===== src/rtl/deq_pkg.sv =====
// Shared types and constants for the double-ended queue.
// No dependencies; the interfaces, modules and testbench import this package.
package deq_pkg;

	localparam int DEQ_DEPTH = 16;
	localparam int DATA_W    = 32;
	localparam int OP_W      = 3;

	typedef enum logic [OP_W-1:0] {
		OP_NOP        = 3'd0,
		OP_PUSH_FRONT = 3'd1,
		OP_PUSH_BACK  = 3'd2,
		OP_POP_FRONT  = 3'd3,
		OP_POP_BACK   = 3'd4
	} deq_op_t;

	typedef enum logic {
		ST_IDLE,
		ST_READ
	} deq_state_t;

	typedef struct packed {
		logic signed [DATA_W-1:0] popped_value;
		logic signed [DATA_W-1:0] front_value;
		logic signed [DATA_W-1:0] back_value;
		logic                     is_empty;
		logic                     is_full;
		logic                     op_error;
	} deq_result_t;

endpackage


===== src/rtl/deq_if.sv =====
// Valid/ready channel interfaces for queue operations and results.
// Depends on deq_pkg for field widths.
interface deq_req_if import deq_pkg::*; ();
	logic                     valid;
	logic                     ready;
	logic [OP_W-1:0]          op;
	logic signed [DATA_W-1:0] push_value;

	modport source (output valid, output op, output push_value, input ready);
	modport sink (input valid, input op, input push_value, output ready);
endinterface

interface deq_rsp_if import deq_pkg::*; ();
	logic                     valid;
	logic                     ready;
	logic signed [DATA_W-1:0] popped_value;
	logic signed [DATA_W-1:0] front_value;
	logic signed [DATA_W-1:0] back_value;
	logic                     is_empty;
	logic                     is_full;
	logic                     op_error;

	modport source (output valid, output popped_value, output front_value,
		output back_value, output is_empty, output is_full, output op_error,
		input ready);
	modport sink (input valid, input popped_value, input front_value,
		input back_value, input is_empty, input is_full, input op_error,
		output ready);
endinterface


===== src/rtl/double_ended_queue.sv =====
// Bounded double-ended queue over a ring store with a registered result word.
// Push, no-op, rejected and draining pops: result valid in the cycle after acceptance, one word
// per cycle while results are consumed; other pops read the new end from the store in ST_READ.
// In ST_IDLE a new word is taken in the cycle the previous result is consumed.
// Reset clears state, indices, count and the valid flag; the store holds no reset value.
module double_ended_queue import deq_pkg::*; #(
	parameter int DEPTH = DEQ_DEPTH
) (
	input logic        clk,
	input logic        arst_n,
	deq_req_if.sink    req,
	deq_rsp_if.source  rsp
);

	localparam int IW = $clog2(DEPTH);

	deq_result_t       rsp_data;
	logic              ram_we;
	logic [IW-1:0]     ram_waddr;
	logic [DATA_W-1:0] ram_wdata;
	logic              ram_re;
	logic [IW-1:0]     ram_raddr;
	logic [DATA_W-1:0] ram_rdata;

	deq_core #(.DEPTH(DEPTH)) u_core (
		.clk            (clk),
		.arst_n         (arst_n),
		.req_valid      (req.valid),
		.req_ready      (req.ready),
		.req_op         (req.op),
		.req_push_value (req.push_value),
		.rsp_valid      (rsp.valid),
		.rsp_ready      (rsp.ready),
		.rsp_data       (rsp_data),
		.ram_we         (ram_we),
		.ram_waddr      (ram_waddr),
		.ram_wdata      (ram_wdata),
		.ram_re         (ram_re),
		.ram_raddr      (ram_raddr),
		.ram_rdata      (ram_rdata)
	);

	deq_ram #(.DEPTH(DEPTH)) u_ram (
		.clk   (clk),
		.we    (ram_we),
		.waddr (ram_waddr),
		.wdata (ram_wdata),
		.re    (ram_re),
		.raddr (ram_raddr),
		.rdata (ram_rdata)
	);

	assign rsp.popped_value = rsp_data.popped_value;
	assign rsp.front_value  = rsp_data.front_value;
	assign rsp.back_value   = rsp_data.back_value;
	assign rsp.is_empty     = rsp_data.is_empty;
	assign rsp.is_full      = rsp_data.is_full;
	assign rsp.op_error     = rsp_data.op_error;

endmodule


===== src/rtl/deq_ram.sv =====
// Element store: one write port and one read port with registered read data.
// Depends on deq_pkg for the data width.
module deq_ram import deq_pkg::*; #(
	parameter int DEPTH = DEQ_DEPTH,
	localparam int IW = $clog2(DEPTH)
) (
	input  logic              clk,
	input  logic              we,
	input  logic [IW-1:0]     waddr,
	input  logic [DATA_W-1:0] wdata,
	input  logic              re,
	input  logic [IW-1:0]     raddr,
	output logic [DATA_W-1:0] rdata
);

	logic [DATA_W-1:0] mem [DEPTH];

	always_ff @(posedge clk) begin
		if (we) begin
			mem[waddr] <= wdata;
		end
	end

	always_ff @(posedge clk) begin
		if (re) begin
			rdata <= mem[raddr];
		end
	end

endmodule


===== src/rtl/deq_core.sv =====
// Queue control: ring indices, count, cached end values and the result register.
// Depends on deq_pkg; drives the element store in deq_ram.
module deq_core import deq_pkg::*; #(
	parameter int DEPTH = DEQ_DEPTH,
	localparam int IW = $clog2(DEPTH),
	localparam int CW = $clog2(DEPTH + 1)
) (
	input  logic                     clk,
	input  logic                     arst_n,
	input  logic                     req_valid,
	output logic                     req_ready,
	input  logic [OP_W-1:0]          req_op,
	input  logic signed [DATA_W-1:0] req_push_value,
	output logic                     rsp_valid,
	input  logic                     rsp_ready,
	output deq_result_t              rsp_data,
	output logic                     ram_we,
	output logic [IW-1:0]            ram_waddr,
	output logic [DATA_W-1:0]        ram_wdata,
	output logic                     ram_re,
	output logic [IW-1:0]            ram_raddr,
	input  logic [DATA_W-1:0]        ram_rdata
);

	localparam logic [IW-1:0] LAST_IDX = IW'(DEPTH - 1);
	localparam logic [CW-1:0] FULL_CNT = CW'(DEPTH);

	deq_state_t               state_q, state_n;
	logic [IW-1:0]            front_idx_q, front_idx_n;
	logic [IW-1:0]            back_idx_q, back_idx_n;
	logic [CW-1:0]            count_q, count_n;
	logic signed [DATA_W-1:0] front_val_q, front_val_n;
	logic signed [DATA_W-1:0] back_val_q, back_val_n;
	logic signed [DATA_W-1:0] popped_q, popped_n;
	logic                     pop_front_q, pop_front_n;
	logic                     out_valid_q;
	deq_result_t              out_data_q, result;
	logic                     err;
	logic                     done;
	logic                     accept;
	logic                     is_empty_now;
	logic                     is_full_now;
	logic [IW-1:0]            front_inc, front_dec, back_inc, back_dec;

	assign req_ready    = (state_q == ST_IDLE) && (!out_valid_q || rsp_ready);
	assign accept       = req_valid && req_ready;
	assign is_empty_now = (count_q == '0);
	assign is_full_now  = (count_q == FULL_CNT);

	assign front_inc = (front_idx_q == LAST_IDX) ? '0 : front_idx_q + 1'b1;
	assign front_dec = (front_idx_q == '0) ? LAST_IDX : front_idx_q - 1'b1;
	assign back_inc  = (back_idx_q == LAST_IDX) ? '0 : back_idx_q + 1'b1;
	assign back_dec  = (back_idx_q == '0) ? LAST_IDX : back_idx_q - 1'b1;

	always_comb begin
		state_n     = state_q;
		front_idx_n = front_idx_q;
		back_idx_n  = back_idx_q;
		count_n     = count_q;
		front_val_n = front_val_q;
		back_val_n  = back_val_q;
		popped_n    = popped_q;
		pop_front_n = pop_front_q;
		err         = 1'b0;
		done        = 1'b0;
		ram_we      = 1'b0;
		ram_waddr   = front_idx_q;
		ram_wdata   = req_push_value;
		ram_re      = 1'b0;
		ram_raddr   = front_idx_q;

		unique case (state_q)
			ST_IDLE: begin
				if (accept) begin
					done     = 1'b1;
					popped_n = '0;
					unique case (req_op)
						OP_PUSH_FRONT, OP_PUSH_BACK: begin
							if (is_full_now) begin
								err = 1'b1;
							end else begin
								count_n = count_q + 1'b1;
								ram_we  = 1'b1;
								if (is_empty_now) begin
									back_idx_n  = front_idx_q;
									ram_waddr   = front_idx_q;
									front_val_n = req_push_value;
									back_val_n  = req_push_value;
								end else if (req_op == OP_PUSH_FRONT) begin
									front_idx_n = front_dec;
									ram_waddr   = front_dec;
									front_val_n = req_push_value;
								end else begin
									back_idx_n = back_inc;
									ram_waddr  = back_inc;
									back_val_n = req_push_value;
								end
							end
						end
						OP_POP_FRONT, OP_POP_BACK: begin
							if (is_empty_now) begin
								err = 1'b1;
							end else begin
								count_n     = count_q - 1'b1;
								pop_front_n = (req_op == OP_POP_FRONT);
								popped_n    = (req_op == OP_POP_FRONT) ? front_val_q : back_val_q;
								// fetch the new end value unless the queue drains
								if (count_q != CW'(1)) begin
									done    = 1'b0;
									state_n = ST_READ;
									ram_re  = 1'b1;
									if (req_op == OP_POP_FRONT) begin
										front_idx_n = front_inc;
										ram_raddr   = front_inc;
									end else begin
										back_idx_n = back_dec;
										ram_raddr  = back_dec;
									end
								end
							end
						end
						default: begin
						end
					endcase
				end
			end
			ST_READ: begin
				done    = 1'b1;
				state_n = ST_IDLE;
				if (pop_front_q) begin
					front_val_n = ram_rdata;
				end else begin
					back_val_n = ram_rdata;
				end
			end
		endcase

		result.popped_value = popped_n;
		result.front_value  = (count_n != '0) ? front_val_n : '0;
		result.back_value   = (count_n != '0) ? back_val_n : '0;
		result.is_empty     = (count_n == '0);
		result.is_full      = (count_n == FULL_CNT);
		result.op_error     = err;
	end

	always_ff @(posedge clk or negedge arst_n) begin
		if (!arst_n) begin
			state_q     <= ST_IDLE;
			front_idx_q <= '0;
			back_idx_q  <= '0;
			count_q     <= '0;
			pop_front_q <= 1'b0;
			out_valid_q <= 1'b0;
		end else begin
			state_q     <= state_n;
			front_idx_q <= front_idx_n;
			back_idx_q  <= back_idx_n;
			count_q     <= count_n;
			pop_front_q <= pop_front_n;
			if (done) begin
				out_valid_q <= 1'b1;
			end else if (rsp_ready) begin
				out_valid_q <= 1'b0;
			end
		end
	end

	always_ff @(posedge clk) begin
		front_val_q <= front_val_n;
		back_val_q  <= back_val_n;
		popped_q    <= popped_n;
		if (done) begin
			out_data_q <= result;
		end
	end

	assign rsp_valid = out_valid_q;
	assign rsp_data  = out_data_q;

endmodule


===== src/flat_wrapper.sv =====
// flat-port wrapper written by rule: the top's interface ports become plain ports
module double_ended_queue_flat import deq_pkg::*;
#(
	parameter int DEPTH = DEQ_DEPTH
)
  (clk, arst_n, req_valid, req_op, req_push_value, req_ready, rsp_valid, rsp_popped_value, rsp_front_value, rsp_back_value, rsp_is_empty, rsp_is_full, rsp_op_error, rsp_ready);
  deq_req_if req_i ();
  deq_rsp_if rsp_i ();
  input logic clk;
  input logic arst_n;
  input wire logic [$bits(req_i.valid)-1:0] req_valid;
  input wire logic [$bits(req_i.op)-1:0] req_op;
  input wire logic [$bits(req_i.push_value)-1:0] req_push_value;
  output wire logic [$bits(req_i.ready)-1:0] req_ready;
  output wire logic [$bits(rsp_i.valid)-1:0] rsp_valid;
  output wire logic [$bits(rsp_i.popped_value)-1:0] rsp_popped_value;
  output wire logic [$bits(rsp_i.front_value)-1:0] rsp_front_value;
  output wire logic [$bits(rsp_i.back_value)-1:0] rsp_back_value;
  output wire logic [$bits(rsp_i.is_empty)-1:0] rsp_is_empty;
  output wire logic [$bits(rsp_i.is_full)-1:0] rsp_is_full;
  output wire logic [$bits(rsp_i.op_error)-1:0] rsp_op_error;
  input wire logic [$bits(rsp_i.ready)-1:0] rsp_ready;
  assign req_i.valid = req_valid;
  assign req_i.op = req_op;
  assign req_i.push_value = req_push_value;
  assign req_ready = req_i.ready;
  assign rsp_valid = rsp_i.valid;
  assign rsp_popped_value = rsp_i.popped_value;
  assign rsp_front_value = rsp_i.front_value;
  assign rsp_back_value = rsp_i.back_value;
  assign rsp_is_empty = rsp_i.is_empty;
  assign rsp_is_full = rsp_i.is_full;
  assign rsp_op_error = rsp_i.op_error;
  assign rsp_i.ready = rsp_ready;
  double_ended_queue #(.DEPTH(DEPTH)) u_core (.clk(clk), .arst_n(arst_n), .req(req_i), .rsp(rsp_i));
endmodule

===== config.mk =====
export PLATFORM = sky130hd
export DESIGN_NAME = double_ended_queue_flat
export DESIGN_NICKNAME = d
export VERILOG_FILES = /design/src/rtl/deq_pkg.sv /design/src/rtl/deq_if.sv /design/src/rtl/double_ended_queue.sv /design/src/rtl/deq_ram.sv /design/src/rtl/deq_core.sv /design/src/flat_wrapper.sv
export SDC_FILE = /design/constraint.sdc
export NUM_CORES = 1
export LEC_CHECK = 0
export BUFFER_PORTS_ARGS = -buffer_cell sky130_fd_sc_hd__buf_2
export CORE_UTILIZATION = 40
export CTS_CLUSTER_SIZE = 40
export DETAILED_ROUTE_END_ITERATION = 6
export HOLD_SLACK_MARGIN = 0.06
export PLACE_DENSITY = 0.64
export SYNTH_ARGS = -nofsm -noshare
export SYNTH_HDL_FRONTEND = slang
export SYNTH_SLANG_ARGS = --single-unit

===== constraint.sdc =====
create_clock -name clk -period 4.2 [get_ports clk]
set_input_delay 0.21 -clock clk [delete_from_list [all_inputs] [get_ports clk]]
set_output_delay 0.21 -clock clk [all_outputs]
set_load 0.05 [all_outputs]

---- Word-level counts from Yosys, hierarchy flattened ----
Memories as Yosys holds them, arrays and structs flattened. A register that Yosys moved wholly into a read port is not among the register bits.
Cells that the tools add are included.
W data, S select, Z words.
operators by class
  bitwise gates (word level) .............. 3
  reductions and logical operators ........ 17
  add/sub/neg operators ................... 6
  equality and inequality tests ........... 17
  multiplexer cells ....................... 76
operators with widths
  operator               count
  $mux W32               17
  $pmux W32 S2           2
  $mux W4                28
  $mux W5                4
  $mux W1                19
  $pmux W4 S2            2
  $ne A2 B2 Y1 const B   7
  $eq A5 B5 Y1 const B   2
  $logic_not A5 Y1       2
  $pmux W5 S2            1
  $reduce_and A9 Y1      1
  $add A4 B1 Y4 const B  2
  $eq A4 B4 Y1 const B   2
  $logic_not A4 Y1       2
  $reduce_and A8 Y1      1
  $sub A4 B1 Y4 const B  2
  $eq A3 B2 Y1 const B   2
  $pmux W1 S2            3
  $reduce_or A2 Y1       3
  $add A5 B1 Y5 const B  1
  $ne A5 B1 Y1 const B   1
  $reduce_bool A5 Y1     1
  $sub A5 B1 Y5 const B  1
  $reduce_and A4 Y1      1
  other kinds (8)        12
word-level totals
  logic and storage cells ................. 135
  memories ................................ 1
  bits in registers ....................... 211
  output and inout port bits .............. 101
  bits in writable memories ............... 512
memories
  name              words  bits a word  read ports  clocked after Yosys merged registers in  wr ports  line           source
  u_core.u_ram.mem  16     32           1           1                                        1         deq_ram.sv:16  logic [DATA_W-1:0] mem [DEPTH];

---- Depth between registers and ports, before layout ----
  depth after elaboration ................. 8
  mapped depth ............................ 14
  depth with buffers taken out ............ 10

---- Cells and area by module ----
A second synthesis with hierarchy kept.
second synthesis, totals
  cell total of the unflattened synthesis .. 1684
  area, all modules ....................... 30220.2 µm²
by module, submodules not included
  module    instances  cells each  area each (µm²)
  deq_ram   1          838         20155.6
  deq_core  1          846         10064.7

---- Least setup slack after synthesis ----
Ideal clock, no wire load.
  path type ............................... reg-to-reg
  start ................................... register u_core.u_core.count_q[0]
  end ..................................... register u_core.u_ram.rdata[11], read port of u_core.u_ram.mem, data pin
  stages on the path, launching flop included .. 13
  path slack .............................. 0.205 ns
  library setup time ...................... 0.275 ns
  period minus slack after synthesis ...... 3.995 ns
  path buffers ............................ 3
  arrival time ............................ 3.720 ns
  path through ............................ dfrtp_1 > clkbuf_1 > inv_1 > ha_1 > o211a_1 > nor3_4 > mux2i_1 > buf_2 > buf_1 > mux2i_1 > mux2i_1 > nand3b_1 > o2111ai_1
on the way
  longest elaborated chain between the ends .. 6
  elaborated cells on any way between the ends .. 12
  classes of those cells .................. eq/ne: 1; mux: 10; reduce/logical: 1
RTL lines
  item                      line                      source
  start: declaration        deq_core.sv:31            logic [CW-1:0] count_q, count_n;
  start signal: assignment  deq_core.sv:158           count_q <= count_n;
  $ne A5 B1 Y1              deq_core.sv:108           if (count_q != CW'(1)) begin
  $mux W1                   deq_core.sv:108
  $mux W1 (*)               deq_core.sv:101           if (is_empty_now) begin
  $mux W1 (*)               deq_core.sv:77            unique case (req_op)
  $mux W1 (*)               deq_core.sv:74            if (accept) begin
  $mux W1 (*)               deq_core.sv:72            unique case (state_q)
  via u_core.ram_re         double_ended_queue.sv:21  logic ram_re;
  end: declaration          deq_ram.sv:13             output logic [DATA_W-1:0] rdata
The timed path passes the listed nets; every way through them passes the cells marked *.
A chain may end at the register's enable or synchronous reset.

---- Worst setup path after layout ----
  start ................................... register u_core.u_core.count_q[0]
  end ..................................... register u_core.u_ram.rdata[10], read port of u_core.u_ram.mem, data pin
on the way
  longest elaborated chain between the ends .. 6
  elaborated cells on any way between the ends .. 12
  classes of those cells .................. eq/ne: 1; mux: 10; reduce/logical: 1
RTL lines
  item                                line
  $ne A5 B1 Y1                        deq_core.sv:108
  $mux W4 or $mux W1 (tied branches)  deq_core.sv:108
  $mux W4 or $mux W1 (tied branches)  deq_core.sv:101
  $mux W4 or $mux W1 (tied branches)  deq_core.sv:77
  $mux W4 or $mux W1 (tied branches)  deq_core.sv:74
  $mux W4 or $mux W1 (tied branches)  deq_core.sv:72
Several ways; a longest one is shown, not always the timed one.

==> flow_metrics.py <==
metrics = {
    "worst_setup_path": {
        "crit_buf_inv": 2,
        "endpoint_kind": "flip-flop",
        "cp.arrival_ns": 4.26,
        "worstPathCellList": "inv_1 -> ha_1 -> o211a_1 -> nor4_1 -> o2bb2ai_4 -> nor2_2 -> buf_12 -> nand3_1 -> or3b_1 -> o2111ai_1",
        "critPathMaxFanout": 18,
        "crit_path_top_delay_cell": "nor2_2",
        "cp_top_family": "simple AND/OR/NAND/NOR gates",
        "criticalPathCategory": "flip-flop to flip-flop",
        "cp_data_required_time_ns": 4.54,
        "max_stage_delay_ns": 0.92,
        "critPathLaunchType": "flip-flop",
    },
    "power_and_ir_drop": {
        "p_clk_share_pct": 24.9,
        "swShare_pct": 36.4,
        "power.leakage_uw": 0.0131,
        "comb_power_share_pct": 34.9,
        "p_int_uw": 16000,
        "switchingPower_uw": 9130,
        "seq_power_share_pct": 40.2,
        "p_per_area_mw_per_mm2": 692,
        "peakVddDrop_mv": 0.448,
    },
    "clock_network": {
        "clock-sinks": 755,
        "clockRootBuffer": "clkbuf_16",
        "cts_buffer_depth": 3,
        "cts_tree": "done",
        "clock_latency_ns": 0.62,
        "clkTransAtPathRegs_ns": 0.06,
        "htreeDepth": 3,
        "cts_buffers": 74,
    },
    "placed_design": {
        "place_ws_ns": 0.338,
        "gp_congestion": 0.833,
        "io_buffers": 139,
        "dp_hpwl_mm": 45.8,
    },
    "floorplanning": {
        "rows": 102,
        "die_height_um": 282,
        "ios": 140,
        "die_area_mm2": 0.0793,
        "initial_utilization_pct": 40.4,
        "die_x_um": 282,
        "coreArea_mm2": 0.0773,
    },
    "timing": {
        "fin_crit_sh_pct": 93.3,
        "layout_min_cycle_time_ns": 3.92,
        "rsz0062_at_grt": "no",
        "fmax_mhz": 255,
        "worst_pin_slew_ns": 1.18,
        "relSlewSlack_pct": 21.0,
        "setup_viol": 0,
        "final.setup.worst_slack_ns": 0.281,
        "fin_setup_tns_ns": 0,
        "drv_slew": 0,
        "finalClockSkew_ns": 0.0185,
        "hold_viol_final": 0,
    },
    "synthesis": {
        "synthCells": 2346,
        "synth_edf_count": 643,
        "ys.flop_type": "edfxtp_1",
        "avgSynthCellArea_um2": 13.3,
        "syn_nets": 2393,
        "async_flop_share_pct": 2.12,
        "ys_types": 67,
        "yosysWarnings": 0,
        "yosysSeqAreaShare_pct": 69.2,
        "ys_ff_latch": 755,
        "syn_area_mm2": 0.0313,
    },
    "route": {
        "ant_nets": 0,
        "drtPass1Iterations": 5,
        "drt-total-wl_mm": 77.0,
        "via_count": 19700,
        "drc": 0,
        "drt-initial-drc-count": 1748,
        "viasPerCell": 5.44,
        "wl_per_cell_um": 21.3,
    },
    "flow_run": {
        "max-cap-violations": 0,
    },
    "grt": {
        "overflow": 0,
        "grtUsageMet1_pct": 27.1,
        "grtUsageMet2_pct": 31.6,
        "groute.usage.overall_pct": 19.4,
        "grt_pass1_vias": 19300,
        "gr-max-usage-layer": "met2",
        "antenna_found_initial": 3,
        "grt_first_pass_wirelength_mm": 117,
        "grt_max_degree": 97,
        "grtUsageMet3_pct": 2.29,
    },
    "layout": {
        "layout.nets": 2568,
        "drive_above_1_share_pct": 16.2,
        "num-fill-cells": 6754,
        "area_growth_pct": 16.0,
        "mostFrequentLayoutCells": "643 x edfxtp_1, 447 x nand2_1, 258 x mux2i_1",
        "layout_commonest_cell": "edfxtp_1",
    },
    "min_path": {
        "hold_class": "input port to flip-flop",
    },
    "run_status": {
        "outcome": "finished, final reports clean",
    },
}
path summary, 6_finish.rpt:
| path | start | end | slack, ns | depth (start not counted) |
|---|---|---|---|---|
| setup reg to reg | u_core.u_core.count_q[0] | u_core.u_ram.rdata[10] | 0.28 | 10 |
| hold / removal | req_op[0] | u_core.u_core.pop_front_q | 0.18 | 4 |
| min in group asynchronous | arst_n | u_core.u_core.count_q[0] | 0.59 | 3 |
| max in group asynchronous | arst_n | u_core.u_core.pop_front_q | 2.61 | 4 |
| setup / recovery | u_core.u_core.count_q[0] | u_core.u_ram.rdata[10] | 0.28 | 10 |
| hold reg to reg | u_core.u_core.popped_q[26] | u_core.u_core.popped_q[26] | 0.46 | 2 |
state kept, by name (all words and copies together) (netlist names):
register / cells
u_core.u_core.back_idx_q: 4
u_core.u_core.back_val_q: 32
u_core.u_core.count_q: 5
u_core.u_core.front_idx_q: 4
u_core.u_core.front_val_q: 32
u_core.u_core.pop_front_q: 1
u_core.u_core.popped_q: 32
u_core.u_core.rsp_data: 99
u_core.u_core.rsp_valid: 1
u_core.u_core.state_q: 1
u_core.u_ram.mem: 512
u_core.u_ram.rdata: 32
per-stage QoR:
stage          instance area, µm²  util, %  hold slack [ns]  power (µW)  std cells
3_5_place_dp                33600     43.5            0.174       18900       3449
5_1_grt                     36300     46.9            0.226       26300       3615
4_1_cts                     36300     46.9            0.132       25200       3615
6_report                    36300     46.9            0.180       25100       3616
3_3_place_gp                33600     43.5            0.164       18700       3449
2_1_floorplan               31300        -          -0.0856       16400       2346
worst min-delay path, stage by stage:
cell	delay, ns
buf_2	0.14
nand3b_1	0.11
buf_4	0.18
o21ai_0	0.10
cell type report:
cell class	instances	area (µm²)	share of cell area, %
Sequential cell	755	21600	59.7
Multi-Input combinational cell	1426	9070	25.0
Clock buffer	98	2080	5.73
Timing Repair Buffer	251	1910	5.28
Tap cell	1040	1300	3.59
Clock inverter	32	201	0.556
Inverter	13	48.8	0.135
Antenna cell	1	2.50	0.00690
synth_stat cells (15+ instances only):
cell type | n | area share (%)
edfxtp_1 | 643 | 62
o21ai_0 | 50 | 0.80
dfrtp_1 | 16 | 1.3
or3b_1 | 32 | 0.90
nand3_1 | 234 | 3.7
buf_4 | 15 | 0.36
a21oi_1 | 44 | 0.70
dfxtp_1 | 96 | 6.1
clkbuf_1 | 73 | 0.88
nor2b_1 | 69 | 1.4
nand3b_1 | 33 | 0.79
mux2i_1 | 260 | 8.3
o2111ai_1 | 32 | 0.90
nand2_1 | 447 | 5.4
a31o_2 | 22 | 0.62
nor2_1 | 68 | 0.82
mux2_2 | 34 | 1.2
buf_2 | 45 | 0.72
what timing repair did:
| action | 4_1_cts | 5_1_grt |
|---|---|---|
| buffers inserted | 0 | 0 |
| endpoints found under the hold margin | 529 | 0 |
| resized for setup | 0 | 0 |
| hold buffers | 36 | 0 |
kinds of logic (layout without fill, tap and decap cells):
group           count (synthesis)  in the layout  synth area share, %
fa+ha+maj                       8              8                0.320
buf+inv                       165            394                 2.51
xor+xnor                        6              6                0.168
other cells                     0              1                    0
flops                         755            755                 69.2
mux                           295            295                 9.60
compound gates                206            206                 4.50
simple gates                  911            911                 13.7
metal layers:
layer  up-vias  wire [µm]
li1       8969          -
met1      9940      34200
met2       655      36700
met3       114       4460
met4         6       1600
met5         -         36
power by group through the flow:
stage	Combinational, µW	Sequential (µW)	Clock, µW
after global routing	9520	10200	6650
after floorplan	5310	11100	0
final	8760	10100	6260
after detailed placement	8690	10200	0
after global placement	8510	10200	0
after CTS	8760	10100	6390
Power figures use the tool's default switching activity.
